### config.mk
export PLATFORM = sky130hd
export DESIGN_NAME = line_edit_buffer_core
export DESIGN_NICKNAME = d
export VERILOG_FILES = /design/src/hw/rtl/leb_pkg.sv /design/src/hw/rtl/line_edit_buffer_core.sv /design/src/hw/rtl/leb_line_ram.sv /design/src/hw/rtl/leb_ctrl.sv
export SDC_FILE = /design/constraint.sdc
export NUM_CORES = 1
export LEC_CHECK = 0
export BUFFER_PORTS_ARGS = -buffer_cell sky130_fd_sc_hd__clkbuf_2
export CORE_MARGIN = 2
export CORE_UTILIZATION = 45
export DETAILED_ROUTE_END_ITERATION = 6
export SLEW_MARGIN = 20
export SYNTH_ARGS = -nofsm -noshare
export SYNTH_HDL_FRONTEND = slang
export SYNTH_SLANG_ARGS = --single-unit
### constraint.sdc
create_clock -name clk -period 5.75 [get_ports clk]
set_input_delay 0.2875 -clock clk [delete_from_list [all_inputs] [get_ports clk]]
set_output_delay 0.2875 -clock clk [all_outputs]
set_load 0.1 [all_outputs]
### src/hw/rtl/leb_pkg.sv
`default_nettype none
// ----------------------------------------------------------------------------
// leb_pkg
// shared types, command, key and status codes of the line edit buffer
// ----------------------------------------------------------------------------
package leb_pkg;

  localparam int LINE_MAX = 70;
  localparam int CNT_W    = $clog2(LINE_MAX + 1);
  localparam int ADDR_W   = $clog2(LINE_MAX);

  localparam logic [1:0] CMD_START   = 2'd0;
  localparam logic [1:0] CMD_PRELOAD = 2'd1;
  localparam logic [1:0] CMD_KEY     = 2'd2;
  localparam logic [1:0] CMD_READ    = 2'd3;

  localparam logic [7:0] KEY_NUL   = 8'd0;
  localparam logic [7:0] KEY_ABORT = 8'd3;
  localparam logic [7:0] KEY_BACK  = 8'd8;
  localparam logic [7:0] KEY_CR    = 8'd13;
  localparam logic [7:0] KEY_ESC   = 8'h1b;
  localparam logic [7:0] KEY_RIGHT = 8'd28;
  localparam logic [7:0] KEY_LEFT  = 8'd29;
  localparam logic [7:0] KEY_HOME  = 8'd200;
  localparam logic [7:0] KEY_END   = 8'd201;
  localparam logic [7:0] KEY_TRUNC = 8'd205;
  localparam logic [7:0] KEY_INS   = 8'd206;
  localparam logic [7:0] KEY_DEL   = 8'd207;

  localparam logic [2:0] ST_EDIT       = 3'd0;
  localparam logic [2:0] ST_ACCEPT     = 3'd1;
  localparam logic [2:0] ST_ABORT      = 3'd2;
  localparam logic [2:0] ST_FULL       = 3'd3;
  localparam logic [2:0] ST_NO_SESSION = 3'd4;

  typedef struct packed {
    logic [1:0] cmd;
    logic [7:0] char_code;
    logic [6:0] position;
  } leb_req_t;

  typedef struct packed {
    logic [2:0] status;
    logic [6:0] cursor;
    logic [6:0] length;
    logic       insert_mode;
    logic [7:0] read_char;
  } leb_rsp_t;

  typedef struct packed {
    logic              we;
    logic [ADDR_W-1:0] addr;
    logic [7:0]        data;
  } leb_wr_t;

  typedef struct packed {
    logic              re;
    logic [ADDR_W-1:0] addr;
  } leb_rd_t;

endpackage
`default_nettype wire

### src/hw/rtl/line_edit_buffer_core.sv
`default_nettype none
// ----------------------------------------------------------------------------
// line_edit_buffer_core
// keystroke line editor: line held in a one-port-read, one-port-write store
// ----------------------------------------------------------------------------
// sequence: dispatch, then done for most items; insert, backspace and delete
//   pass shift and tail states between them, moving n characters (at most 69)
//   one per cycle through the store's single read and write port
// throughput: a new item is accepted in the done cycle of the previous one
// the receiver cannot stall; each result is shown for one cycle with done
// reset: synchronous; empty line, cursor 0, overwrite mode, no session
// ----------------------------------------------------------------------------
module line_edit_buffer_core import leb_pkg::*; (
  input  wire logic     clk,
  input  wire logic     rst,
  input  wire logic     start,
  input  wire leb_req_t request,
  output logic          busy,
  output logic          done,
  output leb_rsp_t      response
);

  leb_wr_t    mem_wr;
  leb_rd_t    mem_rd;
  logic [7:0] mem_rdata;

  leb_ctrl u_ctrl (
    .clk       (clk),
    .rst       (rst),
    .start     (start),
    .request   (request),
    .busy      (busy),
    .done      (done),
    .response  (response),
    .mem_wr    (mem_wr),
    .mem_rd    (mem_rd),
    .mem_rdata (mem_rdata)
  );

  leb_line_ram u_ram (
    .clk   (clk),
    .wr    (mem_wr),
    .rd    (mem_rd),
    .rdata (mem_rdata)
  );

endmodule
`default_nettype wire

### src/hw/rtl/leb_line_ram.sv
`default_nettype none
// ----------------------------------------------------------------------------
// leb_line_ram
// character store of the line, one write and one registered read per cycle
// ----------------------------------------------------------------------------
module leb_line_ram import leb_pkg::*; (
  input  wire logic       clk,
  input  wire leb_wr_t    wr,
  input  wire leb_rd_t    rd,
  output logic [7:0]      rdata
);

  logic [7:0] mem [LINE_MAX];

  always_ff @(posedge clk) begin
    if (wr.we) begin
      mem[wr.addr] <= wr.data;
    end
  end

  always_ff @(posedge clk) begin
    if (rd.re) begin
      rdata <= mem[rd.addr];
    end
  end

endmodule
`default_nettype wire

### src/hw/rtl/leb_ctrl.sv
`default_nettype none
// ----------------------------------------------------------------------------
// leb_ctrl
// command decode, cursor and length registers, shift sequencer over the store
// ----------------------------------------------------------------------------
module leb_ctrl import leb_pkg::*; (
  input  wire logic       clk,
  input  wire logic       rst,
  input  wire logic       start,
  input  wire leb_req_t   request,
  output logic            busy,
  output logic            done,
  output leb_rsp_t        response,
  output leb_wr_t         mem_wr,
  output leb_rd_t         mem_rd,
  input  wire logic [7:0] mem_rdata
);

  localparam logic [2:0] S_IDLE     = 3'd0;
  localparam logic [2:0] S_DISPATCH = 3'd1;
  localparam logic [2:0] S_SHIFT    = 3'd2;
  localparam logic [2:0] S_TAIL     = 3'd3;
  localparam logic [2:0] S_DONE     = 3'd4;

  logic [2:0]        state, state_next;
  leb_req_t          req, req_next;
  logic [CNT_W-1:0]  cursor, cursor_next;
  logic [CNT_W-1:0]  length, length_next;
  logic              insert_flag, insert_flag_next;
  logic              first_key, first_key_next;
  logic              session, session_next;
  logic [2:0]        status, status_next;
  logic              rd_valid, rd_valid_next;
  logic              wr_char, wr_char_next;
  logic [ADDR_W-1:0] char_addr, char_addr_next;
  logic              wr_pend, wr_pend_next;
  logic [ADDR_W-1:0] wr_addr, wr_addr_next;
  logic [ADDR_W-1:0] rd_ptr, rd_ptr_next;
  logic [ADDR_W-1:0] rd_last, rd_last_next;
  logic              shift_right, shift_right_next;
  logic              read_hit;
  logic              line_full;

  assign read_hit  = (req.cmd == CMD_READ) && (req.position < length);
  assign line_full = (length == CNT_W'(LINE_MAX));

  always_comb begin
    state_next       = state;
    req_next         = req;
    cursor_next      = cursor;
    length_next      = length;
    insert_flag_next = insert_flag;
    first_key_next   = first_key;
    session_next     = session;
    status_next      = status;
    rd_valid_next    = rd_valid;
    wr_char_next     = wr_char;
    char_addr_next   = char_addr;
    wr_pend_next     = 1'b0;
    wr_addr_next     = wr_addr;
    rd_ptr_next      = rd_ptr;
    rd_last_next     = rd_last;
    shift_right_next = shift_right;

    unique case (state)
      S_IDLE, S_DONE: begin
        if (state == S_DONE) begin
          wr_char_next = 1'b0;
        end
        if (start) begin
          req_next   = request;
          state_next = S_DISPATCH;
        end else begin
          state_next = S_IDLE;
        end
      end

      S_DISPATCH: begin
        status_next   = ST_EDIT;
        rd_valid_next = 1'b0;
        wr_char_next  = 1'b0;
        state_next    = S_DONE;
        unique case (req.cmd)
          CMD_START: begin
            cursor_next      = '0;
            length_next      = '0;
            insert_flag_next = 1'b0;
            first_key_next   = 1'b1;
            session_next     = 1'b1;
          end
          CMD_PRELOAD: begin
            if (!session) begin
              status_next = ST_NO_SESSION;
            end else if (req.char_code != KEY_NUL) begin
              if (line_full) begin
                status_next = ST_FULL;
              end else begin
                wr_char_next   = 1'b1;
                char_addr_next = length[ADDR_W-1:0];
                length_next    = length + CNT_W'(1);
              end
            end
          end
          CMD_KEY: begin
            if (!session) begin
              status_next = ST_NO_SESSION;
            end else begin
              first_key_next = 1'b0;
              unique case (req.char_code) inside
                KEY_ABORT: begin
                  first_key_next = first_key;
                  cursor_next    = '0;
                  length_next    = '0;
                  session_next   = 1'b0;
                  status_next    = ST_ABORT;
                end
                KEY_CR, KEY_ESC: begin
                  first_key_next = first_key;
                  session_next   = 1'b0;
                  status_next    = ST_ACCEPT;
                end
                KEY_LEFT: begin
                  if (cursor != '0) begin
                    cursor_next = cursor - CNT_W'(1);
                  end
                end
                KEY_RIGHT: begin
                  if (cursor < length) begin
                    cursor_next = cursor + CNT_W'(1);
                  end
                end
                KEY_BACK: begin
                  if (cursor != '0) begin
                    cursor_next = cursor - CNT_W'(1);
                    length_next = length - CNT_W'(1);
                    if (cursor < length) begin
                      rd_ptr_next      = cursor[ADDR_W-1:0];
                      rd_last_next     = ADDR_W'(length - CNT_W'(1));
                      shift_right_next = 1'b0;
                      state_next       = S_SHIFT;
                    end
                  end
                end
                KEY_DEL: begin
                  if (cursor < length) begin
                    length_next = length - CNT_W'(1);
                    if ((cursor + CNT_W'(1)) < length) begin
                      rd_ptr_next      = ADDR_W'(cursor + CNT_W'(1));
                      rd_last_next     = ADDR_W'(length - CNT_W'(1));
                      shift_right_next = 1'b0;
                      state_next       = S_SHIFT;
                    end
                  end
                end
                KEY_INS: begin
                  insert_flag_next = ~insert_flag;
                end
                KEY_HOME: begin
                  cursor_next = '0;
                end
                KEY_END: begin
                  cursor_next = length;
                end
                KEY_TRUNC: begin
                  length_next = cursor;
                end
                KEY_NUL: begin
                  status_next = ST_EDIT;
                end
                default: begin
                  if (line_full) begin
                    status_next = ST_FULL;
                  end else begin
                    wr_char_next   = 1'b1;
                    char_addr_next = cursor[ADDR_W-1:0];
                    cursor_next    = cursor + CNT_W'(1);
                    if (insert_flag) begin
                      length_next = length + CNT_W'(1);
                      if (cursor < length) begin
                        rd_ptr_next      = ADDR_W'(length - CNT_W'(1));
                        rd_last_next     = cursor[ADDR_W-1:0];
                        shift_right_next = 1'b1;
                        state_next       = S_SHIFT;
                      end
                    end else if (first_key || (cursor == length)) begin
                      length_next = cursor + CNT_W'(1);
                    end
                  end
                end
              endcase
            end
          end
          CMD_READ: begin
            status_next   = session ? ST_EDIT : ST_NO_SESSION;
            rd_valid_next = read_hit;
          end
          default: begin
            status_next = ST_EDIT;
          end
        endcase
      end

      S_SHIFT: begin
        wr_pend_next = 1'b1;
        if (shift_right) begin
          rd_ptr_next  = rd_ptr - ADDR_W'(1);
          wr_addr_next = rd_ptr + ADDR_W'(1);
        end else begin
          rd_ptr_next  = rd_ptr + ADDR_W'(1);
          wr_addr_next = rd_ptr - ADDR_W'(1);
        end
        if (rd_ptr == rd_last) begin
          state_next = S_TAIL;
        end
      end

      S_TAIL: begin
        state_next = S_DONE;
      end

      default: begin
        state_next = S_IDLE;
      end
    endcase
  end

  always_ff @(posedge clk) begin
    if (rst) begin
      state       <= S_IDLE;
      cursor      <= '0;
      length      <= '0;
      insert_flag <= 1'b0;
      first_key   <= 1'b1;
      session     <= 1'b0;
      status      <= ST_EDIT;
      rd_valid    <= 1'b0;
      wr_char     <= 1'b0;
      wr_pend     <= 1'b0;
    end else begin
      state       <= state_next;
      cursor      <= cursor_next;
      length      <= length_next;
      insert_flag <= insert_flag_next;
      first_key   <= first_key_next;
      session     <= session_next;
      status      <= status_next;
      rd_valid    <= rd_valid_next;
      wr_char     <= wr_char_next;
      wr_pend     <= wr_pend_next;
    end
  end

  always_ff @(posedge clk) begin
    req         <= req_next;
    char_addr   <= char_addr_next;
    wr_addr     <= wr_addr_next;
    rd_ptr      <= rd_ptr_next;
    rd_last     <= rd_last_next;
    shift_right <= shift_right_next;
  end

  // store ports
  always_comb begin
    mem_wr.we   = wr_pend || ((state == S_DONE) && wr_char);
    mem_wr.addr = wr_pend ? wr_addr : char_addr;
    mem_wr.data = wr_pend ? mem_rdata : req.char_code;
    mem_rd.re   = (state == S_SHIFT) || ((state == S_DISPATCH) && read_hit);
    mem_rd.addr = (state == S_SHIFT) ? rd_ptr : req.position[ADDR_W-1:0];
  end

  assign busy = (state != S_IDLE) && (state != S_DONE);
  assign done = (state == S_DONE);

  always_comb begin
    response.status      = status;
    response.cursor      = cursor;
    response.length      = length;
    response.insert_mode = insert_flag;
    response.read_char   = rd_valid ? mem_rdata : 8'd0;
  end

`ifndef SYNTHESIS
  a_cursor_in_line: assert property (@(posedge clk) disable iff (rst)
    cursor <= length)
    else $error("cursor beyond end of line");

  a_length_bound: assert property (@(posedge clk) disable iff (rst)
    length <= CNT_W'(LINE_MAX))
    else $error("line length beyond maximum");

  a_shift_write_window: assert property (@(posedge clk) disable iff (rst)
    wr_pend |-> (state == S_SHIFT || state == S_TAIL))
    else $error("shift write outside shift sequence");

  a_char_write_alone: assert property (@(posedge clk) disable iff (rst)
    (state == S_DONE && wr_char) |-> !wr_pend && !mem_rd.re)
    else $error("character write collides with shift traffic");

  a_done_single: assert property (@(posedge clk) disable iff (rst)
    done |=> !done)
    else $error("result strobe longer than one cycle");
`endif

endmodule
`default_nettype wire

Word-level counts from Yosys, hierarchy flattened:

Memory sizes are Yosys's and may differ from the RTL's. A register that Yosys moved wholly into a read port is not among the register bits.
Index checks and enable logic that the tools add are counted.

* register bits: 72
* RAM bits: 560
* output and inout port bits: 28
* logic and storage cells: 215
* memories kept: 1

* add/subtract/negate cells: 6
* order comparisons: 3
* equality and inequality tests: 52
* multiplexer cells: 94
* bitwise gates (word level): 2
* reductions and logical operators: 39

Memories
* u_ram.mem: words 70, bits a word 8, rd ports 1, clocked after memory_dff 1, write ports 1, RTL line leb_line_ram.sv:13 `logic [7:0] mem [LINE_MAX];`

Operator list (number)
* $mux W7: 36
* $pmux W7 S5: 2
* $pmux W7 S3: 3
* $pmux W7 S2: 3
* $eq A8 B8 Y1 const B: 5
* $mux W3: 12
* $pmux W3 S3: 3
* $eq A8 B5 Y1 const B: 3
* $mux W1: 24
* $add A7 B1 Y7 const B: 3
* $lt A7 B7 Y1: 3
* $sub A7 B1 Y7 const B: 3
* $ne A2 B2 Y1 const B: 10
* $reduce_and A9 Y1: 2
* $eq A8 B4 Y1 const B: 2
* $mux W8: 2
* $ne A2 B1 Y1 const B: 8
* $eq A7 B7 Y1: 2
* $ne A3 B2 Y1 const B: 4
* $ne A3 B3 Y1 const B: 4
* $ne A6 B6 Y1 const B: 2
* $pmux W3 S4: 1
* $reduce_or A12 Y1: 1
* $reduce_and A11 Y1: 1
* 33 further kinds: 57

Depth between registers and ports, before layout:

Gate-level depths: netlist of run 1.

* depth after elaboration: 8
* gate-level depth with buffers: 13
* depth with buffers taken out: 10

By module:

Synthesis of run 1 repeated with hierarchy kept, for this count alone.

* cell total of the unflattened synthesis: 1644
* area total of the unflattened synthesis: 27546.4 um^2

By module, submodules not included
* leb_line_ram: times used 1, cells an instance 1037, area each 22102.4 um^2, seq. area each 17056.4 um^2
* leb_ctrl: times used 1, cells an instance 607, area each 5444.0 um^2, seq. area each 1901.8 um^2

Least setup slack after synthesis of run 1:

OpenSTA, ideal clock, no wires.

* kind: reg2reg
* start: register u_ctrl.wr_pend
* end: memory u_ram.mem[0][0] (data pin)
* data arrival time: 3.523 ns
* slack: 1.478 ns
* stages on the path, launching flop included: 4
* path through: dfxtp_1 clkbuf_1 buf_1 o21ai_0

RTL lines
* from (decl): RTL line leb_ctrl.sv:36 `logic wr_pend, wr_pend_next;`
* from (signal assigned): RTL line leb_ctrl.sv:249 `wr_pend <= wr_pend_next;`
* to (decl): RTL line leb_line_ram.sv:13

Worst setup path after layout of run 1:

* start: register u_ctrl.state[2]
* end: register u_ram.rdata[1], read port of u_ram.mem (data pin)

* cells in the longest elaborated chain, start to end: 3
* elaborated cells on any way between the ends: 5

RTL lines
* from (decl): RTL line leb_ctrl.sv:25 `logic [2:0] state, state_next;`
* from (signal assigned): RTL line leb_ctrl.sv:240 `state <= state_next;`
* $eq A3 B1 Y1: RTL line leb_ctrl.sv:267 `mem_rd.re = (state == S_SHIFT) || ((state == S_DISPATCH) && read_hit);`
* $logic_and A1 B1 Y1: RTL line leb_ctrl.sv:267
* $logic_or A1 B1 Y1: RTL line leb_ctrl.sv:267
* to (decl): RTL line leb_line_ram.sv:10 `output logic [7:0] rdata`

Parallel ways exist; a longest one is shown, timed or not.
A chain may end at the register's enable or synchronous reset.

==> flow_results.xml, run 1 <==
<?xml version="1.0" encoding="UTF-8"?>
<metrics>
  <group name="global_routing">
    <metric name="number_of_global_route_vias_before_repair" unit="">17889</metric>
    <metric name="gr-total-overflow" unit="">0</metric>
    <metric name="maximum_number_of_pins_on_one_net_before_global_route_repair" unit="">109</metric>
    <metric name="antenna_found_initial" unit="">2</metric>
    <metric name="grt_first_pass_wirelength" unit="µm">116400</metric>
    <metric name="grt_util_all_layers" unit="%">24.33</metric>
  </group>
  <group name="layout">
    <metric name="design_area" unit="mm²">0.03135</metric>
    <metric name="num-fill-cells" unit="">5299</metric>
    <metric name="post_route_cells_drive_above_1_share" unit="%">9.139</metric>
    <metric name="layout.nets" unit="">2269</metric>
    <metric name="layout-area-overhead-vs-synth" unit="%">11.19</metric>
  </group>
  <group name="synth">
    <metric name="synth-edff-count" unit="">614</metric>
    <metric name="most_instantiated_flip_flop_cell_in_the_synthesis_netlist" unit="">edfxtp_1</metric>
    <metric name="synth.yosys.seq_area_share" unit="%">67.23</metric>
    <metric name="ys_top_cells_by_area" unit="">edfxtp_1 65%, nand2_1 4.8%, mux2i_1 3.1%, dfxtp_1 1.8%, a211oi_1 1.8%</metric>
    <metric name="post-synth-top-area-cell" unit="">edfxtp_1</metric>
    <metric name="synth_top_area_share" unit="%">65.39</metric>
    <metric name="ys_warn_count" unit="">0</metric>
    <metric name="synth_cells" unit="">2199</metric>
    <metric name="synth.ff_latch_count" unit="">640</metric>
    <metric name="synth_area_per_cell" unit="µm²">12.82</metric>
    <metric name="synth.distinct_cells" unit="">77</metric>
    <metric name="cell_area_synth" unit="mm²">0.02820</metric>
    <metric name="synth_async_sr_flop_share" unit="%">0</metric>
    <metric name="postSynthNetCount" unit="">2251</metric>
  </group>
  <group name="worst_setup_path">
    <metric name="ff2ff_path_depth" unit="">9</metric>
    <metric name="worstSetupEndpointType" unit="">flop</metric>
    <metric name="timing_worst_setup_path_type" unit="">reg2reg</metric>
    <metric name="worstReg2RegStart" unit="">u_ctrl.state[2]$_SDFFE_PP0P_</metric>
    <metric name="timing.reg2reg.setup_slack" unit="ns">1.33</metric>
    <metric name="start_kind" unit="">flop</metric>
    <metric name="crit-reg2reg-capture" unit="">u_ram.rdata[1]$_DFFE_PP_</metric>
    <metric name="critical_path.max_fanout" unit="">27</metric>
    <metric name="worst_ep_required_time" unit="ns">6.22</metric>
    <metric name="worst-endpoint-arrival" unit="ns">4.89</metric>
  </group>
  <group name="cts">
    <metric name="ctsHtreeMaxLevel" unit="">3</metric>
    <metric name="clk_transition_reported_paths" unit="ns">0.06</metric>
    <metric name="cts.root.buffer_cell" unit="">clkbuf_16</metric>
    <metric name="hold_buf_cts" unit="">17</metric>
    <metric name="clk_latency" unit="ns">0.61</metric>
    <metric name="cts-buffers-inserted" unit="">69</metric>
    <metric name="cts_tree" unit="">built</metric>
    <metric name="numClockSinks" unit="">640</metric>
    <metric name="cts_max_path_buffers" unit="">3</metric>
    <metric name="post_cts.resized_instances" unit="">0</metric>
    <metric name="cts_setup_buffers" unit="">0</metric>
  </group>
  <group name="timing">
    <metric name="timing.final.ws_setup" unit="ns">1.334</metric>
    <metric name="hold_violations" unit="">0</metric>
    <metric name="clock.fmax" unit="MHz">226.4</metric>
    <metric name="grt_setup_unrepaired" unit="">no</metric>
    <metric name="period_needed" unit="ns">4.416</metric>
    <metric name="setup_tns" unit="ns">0</metric>
    <metric name="fin_skew" unit="ns">0.02711</metric>
    <metric name="final-setup-viol-count" unit="">0</metric>
    <metric name="worst_slew_margin_rel" unit="%">23.05</metric>
    <metric name="final-max-slew-violation-count" unit="">0</metric>
    <metric name="layout_worst_path_cycle_share" unit="%">76.80</metric>
    <metric name="max_slew.worst_pin.slew" unit="ns">1.154</metric>
  </group>
  <group name="place">
    <metric name="dp.final_hpwl" unit="µm">49150</metric>
    <metric name="io_buffers" unit="">47</metric>
    <metric name="placed_cell_area" unit="mm²">0.02919</metric>
    <metric name="place_ws" unit="ns">1.498</metric>
    <metric name="routabilityCongestion" unit="">0.9095</metric>
  </group>
  <group name="job">
    <metric name="drv_cap" unit="">0</metric>
  </group>
  <group name="power_and_ir_drop">
    <metric name="power-per-cell-area" unit="mW/mm²">309.8</metric>
    <metric name="p_leak" unit="nW">10.37</metric>
    <metric name="switching_share" unit="%">22.91</metric>
    <metric name="power.share.clock" unit="%">41.3</metric>
    <metric name="power.net_switching" unit="mW">2.225</metric>
    <metric name="seq_power_share" unit="%">53.0</metric>
    <metric name="p_comb_share" unit="%">5.7</metric>
    <metric name="p_int" unit="mW">7.488</metric>
    <metric name="peakVddDrop" unit="µV">233.3</metric>
  </group>
  <group name="routing">
    <metric name="vias_per_cell" unit="">6.063</metric>
    <metric name="drt-wirelength-per-cell" unit="µm">25.28</metric>
    <metric name="detail-route-antenna-nets" unit="">0</metric>
    <metric name="vias" unit="">18826</metric>
    <metric name="first_pass_iters" unit="">5</metric>
    <metric name="detail_route.drc_violations" unit="">0</metric>
    <metric name="routed_wl" unit="µm">78510</metric>
    <metric name="drt_first_iter_violations" unit="">2216</metric>
  </group>
  <group name="worst_hold_path">
    <metric name="holdCritStartpoint" unit="">rst</metric>
    <metric name="whs_path_depth" unit="">2</metric>
    <metric name="hold_path_class" unit="">in2reg</metric>
    <metric name="hold_path_end" unit="">u_ctrl.status[2]$_SDFFE_PP0P_</metric>
  </group>
  <group name="die">
    <metric name="design.core.area" unit="mm²">0.06183</metric>
    <metric name="floorplan.io_pins" unit="">48</metric>
    <metric name="chipHeight" unit="µm">254.3</metric>
    <metric name="std_cell_rows" unit="">91</metric>
    <metric name="floorplan.initialDensity" unit="%">45.61</metric>
    <metric name="floorplan.die.width" unit="µm">254.3</metric>
    <metric name="full_die_area" unit="mm²">0.06468</metric>
  </group>
  <group name="run_status">
    <metric name="run_status" unit="">complete, no violations</metric>
  </group>
</metrics>
-- worst max path at each step --
stage	to	slack, ns	depth (start not counted)	from
finish	u_ram.rdata[1]$_DFFE_PP_	1.33	9	u_ctrl.state[2]$_SDFFE_PP0P_
CTS	u_ram.rdata[1]$_DFFE_PP_	1.48	7	u_ctrl.state[0]$_SDFFE_PP0P_
global placement	u_ram.rdata[6]$_DFFE_PP_	1.56	8	u_ctrl.state[2]$_SDFFE_PP0P_
global route	u_ram.rdata[2]$_DFFE_PP_	1.21	7	u_ctrl.state[0]$_SDFFE_PP0P_
detailed placement	u_ram.rdata[1]$_DFFE_PP_	1.50	7	u_ctrl.state[0]$_SDFFE_PP0P_
floorplan	u_ram.mem[0][0]$_DFFE_PP_	1.48	3	u_ctrl.wr_pend$_SDFF_PP0_
-- worst max-delay path, cell delays in order, from the launching register on --
cell and delay [ns]:
dfxtp_1 0.41, or3b_2 0.85, buf_4 0.32, inv_2 0.35, mux2_2 0.58, nand4_1 0.62, a2111oi_0 0.64, a211oi_1 0.10
o311ai_0 0.20, a41o_1 0.19
-- power by group through the flow --
stage | clock [mW] | combinational (mW) | sequential [mW]
floorplan | 0 | 0.337 | 5.23
global placement | 0 | 0.532 | 5.25
detailed placement | 0 | 0.539 | 5.25
CTS | 4.05 | 0.550 | 5.15
global route | 4.23 | 0.591 | 5.15
finish | 4.01 | 0.553 | 5.15
-- layer usage --
metal	GRT usage, %	wire (µm)	up-vias	share of wire, %
met5	0	0	-	0
met4	7.983	2191	0	2.8
met3	4.909	6772	154	8.6
met2	37.02	35420	849	45
met1	35.09	34120	9427	43
li1	-	-	8396	-
-- kinds of logic after synthesis --
logic type | Yosys count | synth area share, %
AND/OR/NAND/NOR | 732 | 11.72
flip-flops | 640 | 67.23
AO/OA/AOI/OAI | 441 | 11.16
buffers and inverters | 214 | 3.279
multiplexers | 102 | 4.007
XOR/XNOR | 38 | 1.180
adder cells (fa/ha/maj) | 32 | 1.420
-- cells in the mapped netlist, types with 11 or more instances --
library cell  count
a2111oi_0        16
a211oi_1         69
a21oi_1          78
a221oi_1         35
a311oi_1         41
a31oi_1          28
a32o_1           16
and2_1           11
buf_2            42
clkbuf_1         85
dfxtp_1          26
edfxtp_1        614
ha_1             32
inv_1            61
mux2i_1          87
nand2_1         357
nand3_1          99
nor2_1          126
nor2b_1          30
nor3_1           28
o21ai_0          71
o32ai_1          11
or3_1            11
xnor2_1          20
xor2_1           18
-- layout by cell type, fill, tap and decap left out, types with 8 or more instances in the layout --
| cell type | netlist | layout |
|---|---|---|
| a2111oi_0 | 16 | 16 |
| a211oi_1 | 69 | 69 |
| a21oi_1 | 78 | 77 |
| a221oi_1 | 35 | 35 |
| a22oi_1 | 10 | 10 |
| a311oi_1 | 41 | 41 |
| a31oi_1 | 28 | 28 |
| a32o_1 | 16 | 16 |
| and2_1 | 11 | 11 |
| buf_4 | 10 | 31 |
| clkbuf_1 | 85 | 16 |
| clkbuf_16 | 0 | 69 |
| clkbuf_2 | 1 | 47 |
| clkinv_1 | 1 | 22 |
| dfxtp_1 | 26 | 25 |
| dlygate4sd3_1 | 0 | 17 |
| edfxtp_1 | 614 | 614 |
| ha_1 | 32 | 32 |
| inv_1 | 61 | 61 |
| mux2i_1 | 87 | 86 |
| mux4_2 | 8 | 8 |
| nand2_1 | 357 | 357 |
| nand3_1 | 99 | 99 |
| nor2_1 | 126 | 126 |
| nor2b_1 | 30 | 30 |
| nor3_1 | 28 | 28 |
| nor4_1 | 8 | 8 |
| o21ai_0 | 71 | 69 |
| o221ai_1 | 10 | 10 |
| o32ai_1 | 11 | 11 |
| or3_1 | 11 | 11 |
| or4_1 | 9 | 9 |
| xnor2_1 | 20 | 20 |
| xor2_1 | 18 | 18 |
-- final cells by class --
class,instances,area [µm²],share of cell area (%)
well taps,837,1047,3.340
multi-input cells,1345,8424,26.87
flip-flops and latches,640,18960,60.47
repair buffers,98,698.2,2.227
diodes,3,7.507,0.02394
clock buffers,85,1787,5.699
clock inverters,34,192.7,0.6146
inverters,63,236.5,0.7543
-- registers in the layout, indices dropped and copies added, names as in the netlist, 3 cells and up --
register,count
u_ctrl.char_addr,7
u_ctrl.cursor,7
u_ctrl.length,7
u_ctrl.rd_last,7
u_ctrl.rd_ptr,7
u_ctrl.req,17
u_ctrl.state,3
u_ctrl.status,3
u_ctrl.wr_addr,7
u_ram.mem,560
u_ram.rdata,8
-- through the flow --
stage	std cells	total power, mW	util (%)	hold WS, ns
2_1_floorplan	2199	5.572	-	0.3864
3_3_place_gp	2966	5.778	47.21	0.4654
3_5_place_dp	2966	5.786	47.22	0.4643
4_1_cts	3102	9.748	50.70	0.2456
5_1_grt	3102	9.967	50.70	0.3289
6_report	3105	9.712	50.71	0.2823
Power figures use the tool's default switching activity.
==> run 2: changes to the inputs <==
==> constraint.sdc (replaced) <==
create_clock -name clk -period 3.65 [get_ports clk]
set_input_delay 0.1825 -clock clk [delete_from_list [all_inputs] [get_ports clk]]
set_output_delay 0.1825 -clock clk [all_outputs]
set_load 0.1 [all_outputs]
==> run 2 against run 1 <==
  * Clock skew increased by 0.0038 ns
  * Global-route usage is 0.98 points higher
  * Die area unchanged
  * Sequential power up 57%
  * Final cell count grew 4.6%
  * Critical endpoint is now u_ram.rdata[5]$_DFFE_PP_
==> flow_results.xml, run 2 (synthesis gave the netlist of run 1 again) <==
<?xml version="1.0" encoding="UTF-8"?>
<metrics>
  <group name="run_status">
    <metric name="run_status" unit="">complete, no violations</metric>
  </group>
  <group name="timing">
    <metric name="period_needed" unit="ns">3.607</metric>
    <metric name="fin_skew" unit="ns">0.03089</metric>
    <metric name="final-setup-viol-count" unit="">0</metric>
    <metric name="max_slew.worst_pin.slew" unit="ns">1.092</metric>
    <metric name="final-max-slew-violation-count" unit="">0</metric>
    <metric name="layout_worst_path_cycle_share" unit="%">98.82</metric>
    <metric name="hold_violations" unit="">0</metric>
    <metric name="clock.fmax" unit="MHz">277.2</metric>
    <metric name="grt_setup_unrepaired" unit="">no</metric>
    <metric name="worst_slew_margin_rel" unit="%">26.88</metric>
  </group>
  <group name="worst_setup_path">
    <metric name="critical_path.max_fanout" unit="">46</metric>
    <metric name="ff2ff_path_depth" unit="">10</metric>
    <metric name="crit-reg2reg-capture" unit="">u_ram.rdata[5]$_DFFE_PP_</metric>
    <metric name="start_kind" unit="">flop</metric>
    <metric name="timing_worst_setup_path_type" unit="">reg2reg</metric>
    <metric name="worst_ep_required_time" unit="ns">4.03</metric>
    <metric name="timing.reg2reg.setup_slack" unit="ns">0.04</metric>
    <metric name="worstReg2RegStart" unit="">u_ctrl.state[1]$_SDFFE_PP0P_</metric>
    <metric name="worst-endpoint-arrival" unit="ns">3.99</metric>
    <metric name="worstSetupEndpointType" unit="">flop</metric>
  </group>
  <group name="power_and_ir_drop">
    <metric name="seq_power_share" unit="%">49.7</metric>
    <metric name="p_int" unit="mW">12.68</metric>
    <metric name="switching_share" unit="%">22.19</metric>
    <metric name="p_comb_share" unit="%">5.8</metric>
    <metric name="power.net_switching" unit="mW">3.614</metric>
    <metric name="peakVddDrop" unit="µV">438.1</metric>
    <metric name="p_leak" unit="nW">11.38</metric>
    <metric name="power-per-cell-area" unit="mW/mm²">494.1</metric>
    <metric name="power.share.clock" unit="%">44.5</metric>
  </group>
  <group name="die">
    <metric name="floorplan.initialDensity" unit="%">45.61</metric>
    <metric name="std_cell_rows" unit="">91</metric>
    <metric name="floorplan.io_pins" unit="">48</metric>
    <metric name="design.core.area" unit="mm²">0.06183</metric>
    <metric name="chipHeight" unit="µm">254.3</metric>
    <metric name="floorplan.die.width" unit="µm">254.3</metric>
    <metric name="full_die_area" unit="mm²">0.06468</metric>
  </group>
  <group name="layout">
    <metric name="leading_cell_types_in_the_layout_fill_and_taps_excluded" unit="">614 x edfxtp_1, 357 x nand2_1, 160 x buf_4</metric>
    <metric name="post_route_cells_drive_above_1_share" unit="%">15.51</metric>
    <metric name="layout-area-overhead-vs-synth" unit="%">16.93</metric>
    <metric name="layout.cells.non_filler" unit="">3249</metric>
    <metric name="largest_register_ff_count" unit="">560</metric>
    <metric name="layout.nets" unit="">2412</metric>
    <metric name="diodes" unit="">0</metric>
    <metric name="num-fill-cells" unit="">5165</metric>
    <metric name="regMostFlops" unit="">u_ram.mem</metric>
    <metric name="design_area" unit="mm²">0.03297</metric>
    <metric name="largestRegisters" unit="">u_ram.mem: 560 flops, u_ctrl.req: 17 flops, u_ram.rdata: 8 flops</metric>
    <metric name="mostFrequentLayoutCell" unit="">edfxtp_1</metric>
  </group>
  <group name="global_routing">
    <metric name="antenna_found_initial" unit="">0</metric>
    <metric name="grt_first_pass_wirelength" unit="µm">121100</metric>
    <metric name="maximum_number_of_pins_on_one_net_before_global_route_repair" unit="">73</metric>
    <metric name="number_of_global_route_vias_before_repair" unit="">18765</metric>
    <metric name="grt_util_all_layers" unit="%">25.30</metric>
    <metric name="gr-total-overflow" unit="">0</metric>
  </group>
  <group name="worst_hold_path">
    <metric name="holdCritStartpoint" unit="">rst</metric>
    <metric name="whs_path_depth" unit="">2</metric>
    <metric name="hold_path_end" unit="">u_ctrl.wr_pend$_SDFF_PP0_</metric>
    <metric name="hold_path_class" unit="">in2reg</metric>
  </group>
  <group name="routing">
    <metric name="detail_route.drc_violations" unit="">0</metric>
    <metric name="drt-wirelength-per-cell" unit="µm">24.97</metric>
    <metric name="routed_wl" unit="µm">81140</metric>
    <metric name="detail-route-antenna-nets" unit="">0</metric>
    <metric name="first_pass_iters" unit="">6</metric>
    <metric name="drt_first_iter_violations" unit="">2109</metric>
    <metric name="vias" unit="">19494</metric>
    <metric name="vias_per_cell" unit="">6.000</metric>
  </group>
  <group name="job">
    <metric name="drv_cap" unit="">0</metric>
  </group>
  <group name="place">
    <metric name="io_buffers" unit="">47</metric>
    <metric name="placed_cell_area" unit="mm²">0.03040</metric>
    <metric name="routabilityCongestion" unit="">0.9101</metric>
    <metric name="numPlacedInstances" unit="">3104</metric>
    <metric name="dp.final_hpwl" unit="µm">53220</metric>
  </group>
  <group name="cts">
    <metric name="clk_latency" unit="ns">0.63</metric>
    <metric name="cts_max_path_buffers" unit="">3</metric>
    <metric name="numClockSinks" unit="">640</metric>
    <metric name="clk_transition_reported_paths" unit="ns">0.06</metric>
    <metric name="cts-buffers-inserted" unit="">69</metric>
    <metric name="ctsHtreeMaxLevel" unit="">3</metric>
    <metric name="cts.root.buffer_cell" unit="">clkbuf_16</metric>
    <metric name="cts_tree" unit="">built</metric>
  </group>
</metrics>
run 2: changes by cell type in the layout (fill, tap and decap cells not counted), sizes merged:
cell / delta
clkinv: -1
clkinvlp: -2
diode: -3
bufinv: +10
inv: -1
clkbuf: -2
buf: +143
run 2: how the worst max path moves through the flow:
| stage | endpoint | startpoint | slack [ns] |
|---|---|---|---|
| after floorplan | u_ram.mem[0][0]$_DFFE_PP_ | u_ctrl.wr_pend$_SDFF_PP0_ | -0.62 |
| after global placement | u_ram.rdata[5]$_DFFE_PP_ | u_ctrl.state[1]$_SDFFE_PP0P_ | 0.09 |
| after detailed placement | u_ram.rdata[5]$_DFFE_PP_ | u_ctrl.req[1]$_DFFE_PP_ | 0.07 |
| after CTS | u_ram.rdata[5]$_DFFE_PP_ | u_ctrl.req[1]$_DFFE_PP_ | 0.04 |
| after global routing | u_ram.rdata[0]$_DFFE_PP_ | u_ctrl.state[1]$_SDFFE_PP0P_ | 0.004 |
| final | u_ram.rdata[5]$_DFFE_PP_ | u_ctrl.state[1]$_SDFFE_PP0P_ | 0.04 |
run 2: layer usage:
| layer | track usage (%) | vias up | part of all wire [%] |
|---|---|---|---|
| li1 | - | 8707 | - |
| met1 | 35.63 | 9737 | 42 |
| met2 | 39.81 | 916 | 46 |
| met3 | 5.083 | 134 | 8.7 |
| met4 | 7.630 | 0 | 2.6 |
| met5 | 0 | - | 0 |
run 2: layout make-up:
class                   count  area (µm²)  share of cell area, %
clock buffers              83        1832                  5.556
clock inverters            40       515.5                  1.564
inverters                  63       236.5                 0.7172
multi-input cells        1345        8433                  25.58
flip-flops and latches    640       18960                  57.50
well taps                 837        1047                  3.176
repair buffers            241        1947                  5.905
run 2: stage by stage:
| stage | util [%] | setup WS [ns] | TNS [ns] | total power, mW | hold WS (ns) |
|---|---|---|---|---|---|
| 5_1_grt | 53.33 | 0.004320 | 0 | 16.73 | 0.2380 |
| 3_3_place_gp | 49.17 | 0.09320 | 0 | 9.149 | 0.3598 |
| 2_1_floorplan | - | -0.6216 | -87.02 | 8.777 | 0.2814 |
| 4_1_cts | 53.24 | 0.03592 | 0 | 16.38 | 0.1596 |
| 3_5_place_dp | 49.17 | 0.06941 | 0 | 9.164 | 0.3611 |
| 6_report | 53.33 | 0.04310 | 0 | 16.29 | 0.1936 |
run 2: timing repair:
| action | in CTS | in global routing |
|---|---|---|
| hold buffers | 17 | 0 |
| setup endpoints to repair | 0 | 3 |
| buffers inserted | 0 | 5 |
| endpoints found under the hold margin | 17 | 0 |
| resized for setup | 0 | 3 |
run 2: power by group through the flow:
stage	sequential, mW	clock [mW]	combinational [mW]
floorplan	8.25	0	0.531
global placement	8.25	0	0.897
detailed placement	8.25	0	0.911
CTS	8.10	7.35	0.929
global route	8.09	7.63	1.00
finish	8.09	7.25	0.943
run 2: critical path: stages (launching register included):
cell      delay, ns
dfxtp_1        0.33
or3b_2         0.51
buf_12         0.23
mux2i_2        0.31
buf_4          0.29
a211oi_1       0.36
a221oi_1       0.16
a211oi_1       0.61
buf_4          0.21
o311ai_0       0.12
a41o_1         0.23
